[src/cs2s_pkg.sv]
`timescale 1ns / 1ps
package cs2s_pkg;

  localparam int COORD_BITS       = 16;
  localparam int ANGLE_ITERATIONS = 16;
  localparam int GUARD_BITS       = 16;
  localparam int TABLE_LEN        = 32;
  localparam int IDX_W            = $clog2(TABLE_LEN);
  // guard bits plus headroom for quadrant swap and two CORDIC gains
  localparam int VEC_W            = COORD_BITS + GUARD_BITS + 4;
  localparam int ANG_W            = 34;
  localparam int CONST_W          = 31;
  localparam int GPROD_W          = COORD_BITS + 1 + CONST_W;
  localparam int GAIN_SHIFT       = 14;
  localparam int Q13_SHIFT        = 47;
  localparam int MAG_W            = 32;
  localparam int QPROD_W          = MAG_W + CONST_W;
  localparam int POLAR_W          = 15;
  localparam int AZ_W             = 16;

  localparam logic signed [ANG_W-1:0] BAM_HALF_PI = 34'sd1073741824;
  localparam logic signed [ANG_W-1:0] BAM_PI      = 34'sd2147483648;
  localparam logic [CONST_W-1:0]      PI_Q29      = 31'd1686629713;
  localparam logic [CONST_W-1:0]      GAIN_Q30    = 31'd1768195363;
  localparam logic signed [AZ_W-1:0]  Q13_PI      = 16'sd25736;
  localparam logic signed [AZ_W-1:0]  Q13_HALF_PI = 16'sd12868;
  localparam logic signed [AZ_W-1:0]  AZ_LOW      = -16'sd25735;

  typedef struct packed {
    logic signed [VEC_W-1:0] x;
    logic signed [VEC_W-1:0] y;
    logic signed [ANG_W-1:0] a;
  } cs2s_vec_t;

  typedef struct packed {
    logic                    valid;
    logic                    x_zero;
    logic                    y_zero;
    logic                    x_pos;
    logic                    y_pos;
    logic                    z_zero;
    logic                    z_neg;
    logic [GPROD_W-1:0]      gprod;
    logic signed [VEC_W-1:0] gainz;
    logic signed [ANG_W-1:0] phi_a;
  } cs2s_side_t;

  // atan(2^-i) in binary angle units, 2^32 per turn
  function automatic logic signed [ANG_W-1:0] atan_bam(input logic [IDX_W-1:0] i);
    logic signed [ANG_W-1:0] r;
    unique case (i)
      5'd0:  r = 34'sh020000000;
      5'd1:  r = 34'sh012E4051E;
      5'd2:  r = 34'sh009FB385B;
      5'd3:  r = 34'sh0051111D4;
      5'd4:  r = 34'sh0028B0D43;
      5'd5:  r = 34'sh00145D7E1;
      5'd6:  r = 34'sh000A2F61E;
      5'd7:  r = 34'sh000517C55;
      5'd8:  r = 34'sh00028BE53;
      5'd9:  r = 34'sh000145F2F;
      5'd10: r = 34'sh0000A2F98;
      5'd11: r = 34'sh0000517CC;
      5'd12: r = 34'sh000028BE6;
      5'd13: r = 34'sh0000145F3;
      5'd14: r = 34'sh00000A2FA;
      5'd15: r = 34'sh00000517D;
      5'd16: r = 34'sh0000028BE;
      5'd17: r = 34'sh00000145F;
      5'd18: r = 34'sh000000A30;
      5'd19: r = 34'sh000000518;
      5'd20: r = 34'sh00000028C;
      5'd21: r = 34'sh000000146;
      5'd22: r = 34'sh0000000A3;
      5'd23: r = 34'sh000000051;
      5'd24: r = 34'sh000000029;
      5'd25: r = 34'sh000000014;
      5'd26: r = 34'sh00000000A;
      5'd27: r = 34'sh000000005;
      5'd28: r = 34'sh000000003;
      5'd29: r = 34'sh000000001;
      5'd30: r = 34'sh000000001;
      default: r = '0;
    endcase
    return r;
  endfunction

endpackage

[src/cs2s_cell.sv]
`timescale 1ns / 1ps
module cs2s_cell
  import cs2s_pkg::*;
(
  input  logic             clk,
  input  logic [IDX_W-1:0] shift,
  input  cs2s_vec_t        v_in,
  output cs2s_vec_t        v_out
);

  cs2s_vec_t               v_next;
  logic signed [VEC_W-1:0] dx;
  logic signed [VEC_W-1:0] dy;
  logic signed [ANG_W-1:0] step;

  always_comb begin
    dx   = v_in.y >>> shift;
    dy   = v_in.x >>> shift;
    step = atan_bam(shift);
    if (v_in.y >= 0) begin
      v_next.x = v_in.x + dx;
      v_next.y = v_in.y - dy;
      v_next.a = v_in.a + step;
    end else begin
      v_next.x = v_in.x - dx;
      v_next.y = v_in.y + dy;
      v_next.a = v_in.a - step;
    end
  end

  always_ff @(posedge clk) begin
    v_out <= v_next;
  end

endmodule

[config.mk]
export PLATFORM = sky130hd
export DESIGN_NAME = cs2s_cell
export DESIGN_NICKNAME = d
export VERILOG_FILES = /design/src/cs2s_pkg.sv /design/src/cs2s_cell.sv
export SDC_FILE = /design/constraint.sdc
export NUM_CORES = 1
export LEC_CHECK = 0
export ABC_AREA = 1
export BUFFER_PORTS_ARGS = -buffer_cell sky130_fd_sc_hd__clkbuf_2
export CORE_ASPECT_RATIO = 1.2
export CORE_MARGIN = 4
export CORE_UTILIZATION = 55
export CTS_BUF_LIST = sky130_fd_sc_hd__clkbuf_4 sky130_fd_sc_hd__clkbuf_8
export CTS_CLUSTER_DIAMETER = 200
export DETAILED_ROUTE_END_ITERATION = 8
export GPL_TIMING_DRIVEN = 1
export PLACE_DENSITY = 0.8
export SLEW_MARGIN = 20
export SYNTH_ARGS = -nofsm -noshare
export SYNTH_HDL_FRONTEND = slang
export SYNTH_SLANG_ARGS = --single-unit
export TNS_END_PERCENT = 1
[constraint.sdc]
create_clock -name clk -period 3.5 [get_ports clk]
set_input_delay 0.175 -clock clk [delete_from_list [all_inputs] [get_ports clk]]
set_output_delay 0.175 -clock clk [all_outputs]
set_load 0.005 [all_outputs]
==> results of run 1 <==
kinds of logic after synthesis:
group | after synthesis | share of synthesized area
AND/OR/NAND/NOR | 1582 | 0.444
XOR/XNOR | 170 | 0.0976
buffers and inverters | 315 | 0.0926
AO/OA/AOI/OAI | 332 | 0.131
flip-flops | 106 | 0.138
adder cells (fa/ha/maj) | 118 | 0.0973
stage by stage:
stage | setup WS (ns) | instance area, µm² | TNS [ns] | utilization
after global placement | -0.799 | 22500 | -27.99 | 0.823
after floorplan | -0.0330 | 15500 | -0.108 | -
after CTS | -0.0216 | 23400 | -0.0569 | 0.854
after detailed placement | -0.977 | 22500 | -40.71 | 0.823
timing repair:
item	4_1_cts
resized for setup	113
cloned	3
pin swaps	42
setup buffers	13
endpoints found under the setup margin	55
hold endpoints to repair	1
hold buffers	1
per-layer routing:
layer,overflow,GRT usage
met5,0,0.104
met1,3,0.698
met4,31,0.760
met3,2,0.506
met2,40,0.929
==> flow_summary.ini, run 1 <==
[run_status]
outcome = did not finish
lastStage = global routing
tool.error = [ERROR GRT-0232] Routing congestion too high. Check the congestion heatmap in the GUI.

[synth]
ys_async_sr_fraction = 0
syn-cell-area_um2 = 15400
yosys_register_bits = 106
synth_ff_type = dfxtp_1
seq_area_frac_synth = 0.138
syn_nets = 2853
syn_inst = 2623
synth_common_cells = nand2_1, nand3_1, inv_1
netlist_top_cells_area = nand2_1, dfxtp_1, nand3_1
yosys_warnings = 0
synth_edf_count = 0
synth.most_common_cell = nand2_1
yosys.area.top_type = nand2_1
synth.avg_cell_area_um2 = 5.87
synth_top_area_frac = 0.206
ys_types = 56

[grt]
overflow = 76
grt_max_degree = 42
gr-usage-all-layers = 0.714

[timing]
crit_endpoint = v_out[25]$_DFF_P_/D
worstEndpointType = sequential cell input

[floorplanning]
die_w_um = 161
fp.dieH_um = 191
boundaryPins = 218
start_util = 0.563
rows = 66

[clocking]
htreeDepth = 3
cts_root_buf = clkbuf_8
cts_sinks = 106
cts_buffers = 9
cts_buffer_depth = 2

[place]
dp_hpwl_um = 57300
routabilityCongestion = 1.13
portBuffers = 217
dp_cells = 3888
==> run 2, diff against run 1 <==
--- a/config.mk
+++ b/config.mk
@@ -7,14 +7,11 @@
 export LEC_CHECK = 0
 export ABC_AREA = 1
 export BUFFER_PORTS_ARGS = -buffer_cell sky130_fd_sc_hd__clkbuf_2
-export CORE_ASPECT_RATIO = 1.2
 export CORE_MARGIN = 4
-export CORE_UTILIZATION = 55
-export CTS_BUF_LIST = sky130_fd_sc_hd__clkbuf_4 sky130_fd_sc_hd__clkbuf_8
-export CTS_CLUSTER_DIAMETER = 200
+export CORE_UTILIZATION = 40
 export DETAILED_ROUTE_END_ITERATION = 8
 export GPL_TIMING_DRIVEN = 1
-export PLACE_DENSITY = 0.8
+export PLACE_DENSITY_LB_ADDON = 0.15
 export SLEW_MARGIN = 20
 export SYNTH_ARGS = -nofsm -noshare
 export SYNTH_HDL_FRONTEND = slang
==> constraint.sdc (replaced) <==
create_clock -name clk -period 4.5 [get_ports clk]
set_input_delay 0.225 -clock clk [delete_from_list [all_inputs] [get_ports clk]]
set_output_delay 0.225 -clock clk [all_outputs]
set_load 0.005 [all_outputs]
==> run 2 against run 1 <==
Synthesized area unchanged. The run now ends clean. Synthesized cell count unchanged.
==> flow_summary.ini, run 2 <==
[synth]
ys_types = 56
yosys_warnings = 0
syn_nets = 2853
synth.most_common_cell = nand2_1
seq_area_frac_synth = 0.138
synth_ff_type = dfxtp_1
synth_common_cells = nand2_1, nand3_1, inv_1
syn_inst = 2623
synth.avg_cell_area_um2 = 5.87
synth_top_area_frac = 0.206
yosys_register_bits = 106
ys_async_sr_fraction = 0
syn-cell-area_um2 = 15400
yosys.area.top_type = nand2_1
synth_edf_count = 0
netlist_top_cells_area = nand2_1, dfxtp_1, nand3_1

[drt]
ant_nets = 0
viasPerCell = 5.35
drt_iter0_markers = 1479
firstDrtPassIters = 5
vias = 18000
drc_errors = 0
routedWlPerCell_um = 17.5
wirelength_um = 59000

[critical_path]
slowest_delay_ns = 0.37
worstSetupEndpointType = flip-flop
critPathArrivalTime_ns = 4.45
worstPathRequired_ns = 4.76
path_class = in2reg
crit_path_start_kind = input pin
critical-path-slowest-cell = ha_1
cp_common_cell = nand3_1
worstPathMaxFanout = 5

[finish]
syn_to_final_growth_pct = 15.0
nNetsFinal = 3078
fillers = 4220
stdcell_count = 3364
post-route-util = 0.468
layout_commonest_cell = nand2_1
final_cell_mix = nand2_1, nand3_1, clkbuf_2, inv_1, nor2_1
top_register = v_out
multiInputGateArea_um2 = 11900
largest_registers = v_out x106
drive_above_1_share = 0.151
diodes = 0
final-seq-area_um2 = 2120
largest_register_ffs = 106

[timing]
fmax_mhz = 239
tns_ns = 0
grt_setup_unrepaired = true
slew_violations = 0
relSlewSlack = 0.653
finalHoldViolations = 0
max_slew.worst_pin.slew_ns = 0.516
post-route-min-period_ns = 4.19
period_share = 0.930
setup_viol = 0

[grt]
grt_first_pass_wirelength_um = 91100
gr-usage-all-layers = 0.274
grt_max_degree = 58
grt_pass1_vias = 17000
antenna_found_initial = 0
overflow = 0

[power]
peakVddDrop_mv = 0.238
power_uw = 5780
power_density_nw_per_um2 = 326
leakagePower_uw = 0.00938

[floorplanning]
fp.dieH_um = 204
boundaryPins = 218
coreArea_um2 = 37800
start_util = 0.407
die_area_um2 = 41700
die_w_um = 204
rows = 71

[clocking]
cts_tree = done
cts_root_buf = clkbuf_16
clk_pin_slew_ns = 0.08
cts_sinks = 106
cts_buffer_depth = 2
htreeDepth = 3
hold_buffers = 0
cts_buffers = 9

[hold_path]
min_path_type = in2reg
holdPathStages = 2

[run_status]
outcome = complete, no violations

[place]
portBuffers = 217
routabilityCongestion = 0.954
dp_cells = 3347
dp_hpwl_um = 50000

[run]
cap_viol_max_count = 0
## run 2: what timing repair did
item,CTS,global route
gates resized for setup,1,17
pin swaps,0,2
buffers inserted,0,1
endpoints found under the setup margin,2,11
## run 2: area by class of cell
cell class              instances  area share
flip-flops and latches        106       0.120
well taps                     511      0.0361
inverters                     224      0.0477
clock buffers                  10      0.0135
repair buffers                305       0.105
multi-input cells            2202       0.673
clock inverters                 6     0.00537
## run 2: cells by family (layout without fill, tap and decap cells)
logic type | Yosys count | count (layout) | share of synthesized area
flip-flops | 106 | 106 | 0.138
AND/OR/NAND/NOR | 1582 | 1582 | 0.444
buffers and inverters | 315 | 545 | 0.0926
adder cells (fa/ha/maj) | 118 | 118 | 0.0973
AO/OA/AOI/OAI | 332 | 332 | 0.131
XOR/XNOR | 170 | 170 | 0.0976
## run 2: worst paths after layout
check,startpoint,endpoint,slack [ns]
setup / recovery,shift[0],v_out[33],0.31
hold / removal,v_in[0],v_out[0],0.09
## run 2: through the flow
step,hold slack [ns],setup slack (ns),instance area [µm²]
final,0.0920,0.313,17700
after global routing,0.0905,-0.0434,17700
after detailed placement,0.480,-0.573,17300
after floorplan,0.355,0.630,15400
after CTS,0.0792,0.139,17600
after global placement,0.461,-0.638,17300
## run 2: metal layers
metal	global-route usage	share of wire	vias to the layer above	wire [µm]
li1	-	-	9128	-
met1	0.352	0.44	8198	25900
met2	0.480	0.48	565	28500
met3	0.0290	0.049	97	2890
met4	0.0864	0.029	0	1730
met5	0	0	-	0
## run 2: worst max-delay path: cells and delay by family
kind	cells	cell delay [ns]
XOR/XNOR	2	0.46
adder cells (fa/ha/maj)	3	0.93
AND/OR/NAND/NOR	13	1.93
buffers and inverters	6	0.78
AO/OA/AOI/OAI	1	0.10
## run 2: where the power goes
| part | switching (µW) | internal [µW] | leakage, µW | total, µW |
|---|---|---|---|---|
| Clock | 408 | 510 | 0.000164 | 918 |
| Combinational | 2060 | 1330 | 0.00832 | 3390 |
| Sequential | 112 | 1360 | 0.000894 | 1470 |
Note: power is estimated with default switching activity, not from simulation.
==> run 3, diff against run 2 <==
--- a/config.mk
+++ b/config.mk
@@ -11,7 +11,7 @@
 export CORE_UTILIZATION = 40
 export DETAILED_ROUTE_END_ITERATION = 8
 export GPL_TIMING_DRIVEN = 1
-export PLACE_DENSITY_LB_ADDON = 0.15
+export PLACE_DENSITY = 0.56
 export SLEW_MARGIN = 20
 export SYNTH_ARGS = -nofsm -noshare
 export SYNTH_HDL_FRONTEND = slang
==> run 3 against run 2 <==
Worst hold slack gained 0.015 ns. Non-clock buffer count is 16 higher. Maximum frequency decreased by 0.45%. Sequential power about the same. Final cell count is 0.48% higher. Clock power down 4.7%. Flip-flop and latch count stayed put. Cell area increased by 0.83%. Utilization is 0.39 points higher.
==> flow_summary.ini, run 3 (synthesized netlist as in run 2, its figures left out) <==
[timing]
grt_setup_unrepaired = true
fin_ws_ns = 0.294
max_slew.worst_pin.slew_ns = 0.590
post-route-min-period_ns = 4.21
fmax_mhz = 238
finalHoldViolations = 0
period_share = 0.935
relSlewSlack = 0.606
setup_viol = 0
slew_violations = 0

[finish]
post-route-util = 0.472
drive_above_1_share = 0.154
diodes = 0
nNetsFinal = 3094
syn_to_final_growth_pct = 16.0
final_cell_mix = nand2_1, nand3_1, clkbuf_2, inv_1, nor2_1
largest_registers = v_out x106
largest_register_ffs = 106
layout_commonest_cell = nand2_1
top_register = v_out

[grt]
overflow = 0
grt_pass1_vias = 17200
grt_max_degree = 61
antenna_found_initial = 0
grt_first_pass_wirelength_um = 93100
gr-usage-all-layers = 0.280

[drt]
vias = 18000
ant_nets = 0
routedWlPerCell_um = 17.8
drc_errors = 0
viasPerCell = 5.33
wirelength_um = 60100
firstDrtPassIters = 6
drt_iter0_markers = 1292

[floorplanning]
boundaryPins = 218
rows = 71
die_area_um2 = 41700
die_w_um = 204
start_util = 0.407
fp.dieH_um = 204
coreArea_um2 = 37800

[clocking]
cts_root_buf = clkbuf_16
cts_buffer_depth = 2
cts_buffers = 9
htreeDepth = 3
cts_sinks = 106
clk_pin_slew_ns = 0.08
cts_tree = done
cts_setup_buffers = 0

[critical_path]
crit_path_start_kind = input pin
slowest_delay_ns = 0.36
worstSetupEndpointType = flip-flop
critical-path-slowest-cell = ha_1
worstPathMaxFanout = 38
cp_common_cell = nand2_1
critPathArrivalTime_ns = 4.48
worstPathRequired_ns = 4.78
path_class = in2reg

[place]
dp_hpwl_um = 51300
dp_slack_ns = -0.211
portBuffers = 217
routabilityCongestion = 0.998

[power]
p_comb_frac = 0.595
p_switching_uw = 2600
peakVddDrop_mv = 0.222
power_density_nw_per_um2 = 323
leakagePower_uw = 0.00946
switching_share = 0.451
clkPwrFrac = 0.152
seq_power_share = 0.254
internal-power_uw = 3170

[hold_path]
hold_start = v_in[0]
holdPathStages = 2
min_path_type = in2reg
hold_path_end = v_out[0]

[run_status]
outcome = complete, no violations

[run]
cap_viol_max_count = 0
-- run 3: cell count changes in the layout (fill, tap and decap cells not counted), moves of 2 or more --
cell,previous run,this run
nor4_2,0,2
clkinv_4,2,0
nor2_2,23,21
nor2_1,196,198
buf_12,8,14
nor4_1,3,1
a21oi_1,134,136
a21oi_2,14,12
buf_4,79,90
-- run 3: layout make-up --
cell class | count | area [µm²]
timing repair buffer | 321 | 2040
sequential | 106 | 2120
clock inverter | 6 | 71.3
multi-input combinational | 2202 | 11900
inverter | 224 | 846
fill | 4195 | 20000
clock buffer | 10 | 239
tap | 511 | 639
-- run 3: worst max path at each step --
stage / cells after the start / from / to / slack, ns
2_1_floorplan: 25 / shift[1] / v_out[33] / 0.63
3_3_place_gp: 28 / shift[1] / v_out[105] / -0.21
3_5_place_dp: 28 / shift[1] / v_out[105] / -0.21
4_1_cts: 28 / shift[1] / v_out[105] / 0.17
5_1_grt: 27 / shift[1] / v_out[64] / -0.06
6_report: 29 / shift[0] / v_out[69] / 0.29
-- run 3: what timing repair did --
item / CTS / global route
setup endpoints to repair: 0 / 6
hold buffers: 0 / 0
endpoints found under the hold margin: 0 / 0
resized for setup: 0 / 10
-- run 3: power groups by stage --
stage | Combinational, µW | Clock, µW | Sequential, µW
finish | 3430 | 875 | 1460
global route | 3830 | 933 | 1500
detailed placement | 3420 | 0 | 1490
floorplan | 2060 | 0 | 1540
global placement | 3420 | 0 | 1480
CTS | 3430 | 909 | 1470
-- run 3: per-layer routing --
metal	vias to the layer above	share of wire	GRT usage
met5	-	0	0
li1	9147	-	-
met3	105	0.045	0.0314
met1	8250	0.44	0.358
met4	0	0.034	0.0912
met2	520	0.48	0.494
-- run 3: critical path: cells and delay by family --
kind                       cells  cell delay, ns
and+or+nand+nor               16            1.95
AOI/OAI and AO/OA              5            1.01
buffers and inverters          6            0.70
adders and majority gates      2            0.54
-- run 3: metrics by stage --
step	TNS [ns]	hold WS (ns)	area [µm²]	instances	power (µW)
2_1_floorplan	0	0.355	15400	2623	3600
3_3_place_gp	-0.583	0.529	17500	3364	4910
3_5_place_dp	-0.634	0.512	17500	3364	4910
4_1_cts	0	0.103	17800	3380	5810
5_1_grt	-0.0631	0.110	17900	3380	6260
6_report	0	0.107	17900	3380	5770
==> run 4, diff against run 3 <==
--- a/config.mk
+++ b/config.mk
@@ -6,12 +6,12 @@
 export NUM_CORES = 1
 export LEC_CHECK = 0
 export ABC_AREA = 1
-export BUFFER_PORTS_ARGS = -buffer_cell sky130_fd_sc_hd__clkbuf_2
 export CORE_MARGIN = 4
 export CORE_UTILIZATION = 40
 export DETAILED_ROUTE_END_ITERATION = 8
+export DONT_BUFFER_PORTS = 1
 export GPL_TIMING_DRIVEN = 1
-export PLACE_DENSITY = 0.56
+export PLACE_DENSITY = 0.51
 export SLEW_MARGIN = 20
 export SYNTH_ARGS = -nofsm -noshare
 export SYNTH_HDL_FRONTEND = slang
==> run 4 against run 3 <==
Maximum frequency increased by 3.8%. Worst hold slack lost 0.079 ns. Die area unchanged. Via count shrank 5.4%.
==> flow_summary.ini, run 4 (synthesized netlist as in run 2, its figures left out) <==
[critical_path]
worstSetupEndpointType = flip-flop
worstPathRequired_ns = 4.78
worstPathMaxFanout = 82
path_class = in2reg
critPathArrivalTime_ns = 4.34
crit_path_start_kind = input pin

[finish]
final_area_um2 = 16200
largest_register_ffs = 106
drive_above_1_share = 0.0595
nNetsFinal = 2815
syn_to_final_growth_pct = 4.98
layout_commonest_cell = nand2_1
final_cell_mix = nand2_1, nand3_1, inv_1, nor2_1, a21oi_1
largest_registers = v_out x106
diodes = 0
top_register = v_out
fillers = 4297

[timing]
fin_ws_ns = 0.449
post-route-min-period_ns = 4.05
relSlewSlack = 0.552
tns_ns = 0
max_slew.worst_pin.slew_ns = 0.670
slew_violations = 0
period_share = 0.900
setup_viol = 0
fmax_mhz = 247
finalHoldViolations = 0
whs_ns = 0.0274
grt_setup_unrepaired = false

[clocking]
cts_sinks = 106
clk_pin_slew_ns = 0.08
cts_setup_buffers = 0
cts_resized = 0
cts_buffer_depth = 2
hold_buffers = 2
cts_tree = done
cts_root_buf = clkbuf_16
cts_buffers = 9
htreeDepth = 3

[floorplanning]
start_util = 0.407
coreArea_um2 = 37800
boundaryPins = 218
die_area_um2 = 41700
rows = 71
die_w_um = 204
fp.dieH_um = 204

[grt]
overflow = 0
grt_first_pass_wirelength_um = 89500
gr-usage-all-layers = 0.270
antenna_found_initial = 0
grt_max_degree = 83
grt_pass1_vias = 15900

[place]
routabilityCongestion = 0.945
placed_area_um2 = 15800
portBuffers = 0
dp_slack_ns = 0.111
dp_hpwl_um = 48900

[run]
cap_viol_max_count = 0

[drt]
drt_iter0_markers = 1624
ant_nets = 0
vias = 17000
wirelength_um = 58300
routedWlPerCell_um = 18.8
drc_errors = 0
viasPerCell = 5.50
firstDrtPassIters = 6

[power]
peakVddDrop_mv = 0.210
leakagePower_uw = 0.00820
power_density_nw_per_um2 = 319

[run_status]
outcome = complete, no violations

[hold_path]
min_path_type = in2reg
## run 4: changes by cell type in the layout (fill, tap and decap cells not counted), moves of 2 or more
cell           previous run  this run
dlygate4sd3_1             0         2
nor4_1                    1         4
a21oi_1                 136       138
nor4_2                    2         0
buf_4                    90        35
buf_12                   14         5
nand3_1                 407       409
nand3_2                  11         9
clkbuf_2                216         0
a21oi_2                  12        10
## run 4: metrics by stage
step / total power, µW / instances / utilization
2_1_floorplan: 3600 / 2623 / -
3_3_place_gp: 4280 / 3083 / 0.418
3_5_place_dp: 4280 / 3083 / 0.418
4_1_cts: 5200 / 3101 / 0.427
5_1_grt: 5600 / 3101 / 0.427
6_report: 5160 / 3101 / 0.427
## run 4: worst max-delay path: stages
cell and delay (ns):
inv_4 0.09, buf_12 0.27, nand2_1 0.11, nand3_1 0.12, nand3_1 0.13, nand3_1 0.13, nand3_1 0.19, nand2_1 0.16
inv_1 0.06, ha_1 0.19, nand2_1 0.16, nor2_4 0.08, nand3b_2 0.09, nand2_4 0.10, nand2_1 0.09, xnor2_1 0.14
ha_1 0.33, a21oi_1 0.25, o21a_1 0.14, inv_1 0.05, nand2_1 0.05, o211ai_1 0.11, a31oi_1 0.29, nand3_1 0.26
a21oi_1 0.28, inv_1 0.07, nand2_1 0.06, nand2_1 0.04
## run 4: per-layer routing
layer | vias to the layer above | global-route usage | share of wire
li1 | 8598 | - | -
met1 | 7837 | 0.348 | 0.43
met2 | 517 | 0.462 | 0.48
met3 | 93 | 0.0398 | 0.056
met4 | 0 | 0.0919 | 0.033
met5 | - | 0 | 0
## run 4: where the power goes
group	total [µW]	internal (µW)	switching, µW
Combinational	2690	967	1720
Clock	895	494	401
Sequential	1580	1370	212
## run 4: path summary, 6_finish.rpt
check | start | to | slack [ns] | cells past startpoint
max | shift[0] | v_out[105] | 0.45 | 28
min | v_in[71] | v_out[71] | 0.03 | 1
## run 4: layout make-up
type,instances,area (µm²),share of cell area
Clock buffer,10,229,0.0142
Clock inverter,6,93.8,0.00580
Inverter,224,846,0.0523
Multi-Input combinational cell,2202,11900,0.733
Sequential cell,106,2120,0.131
Tap cell,511,639,0.0395
Timing Repair Buffer,42,383,0.0237
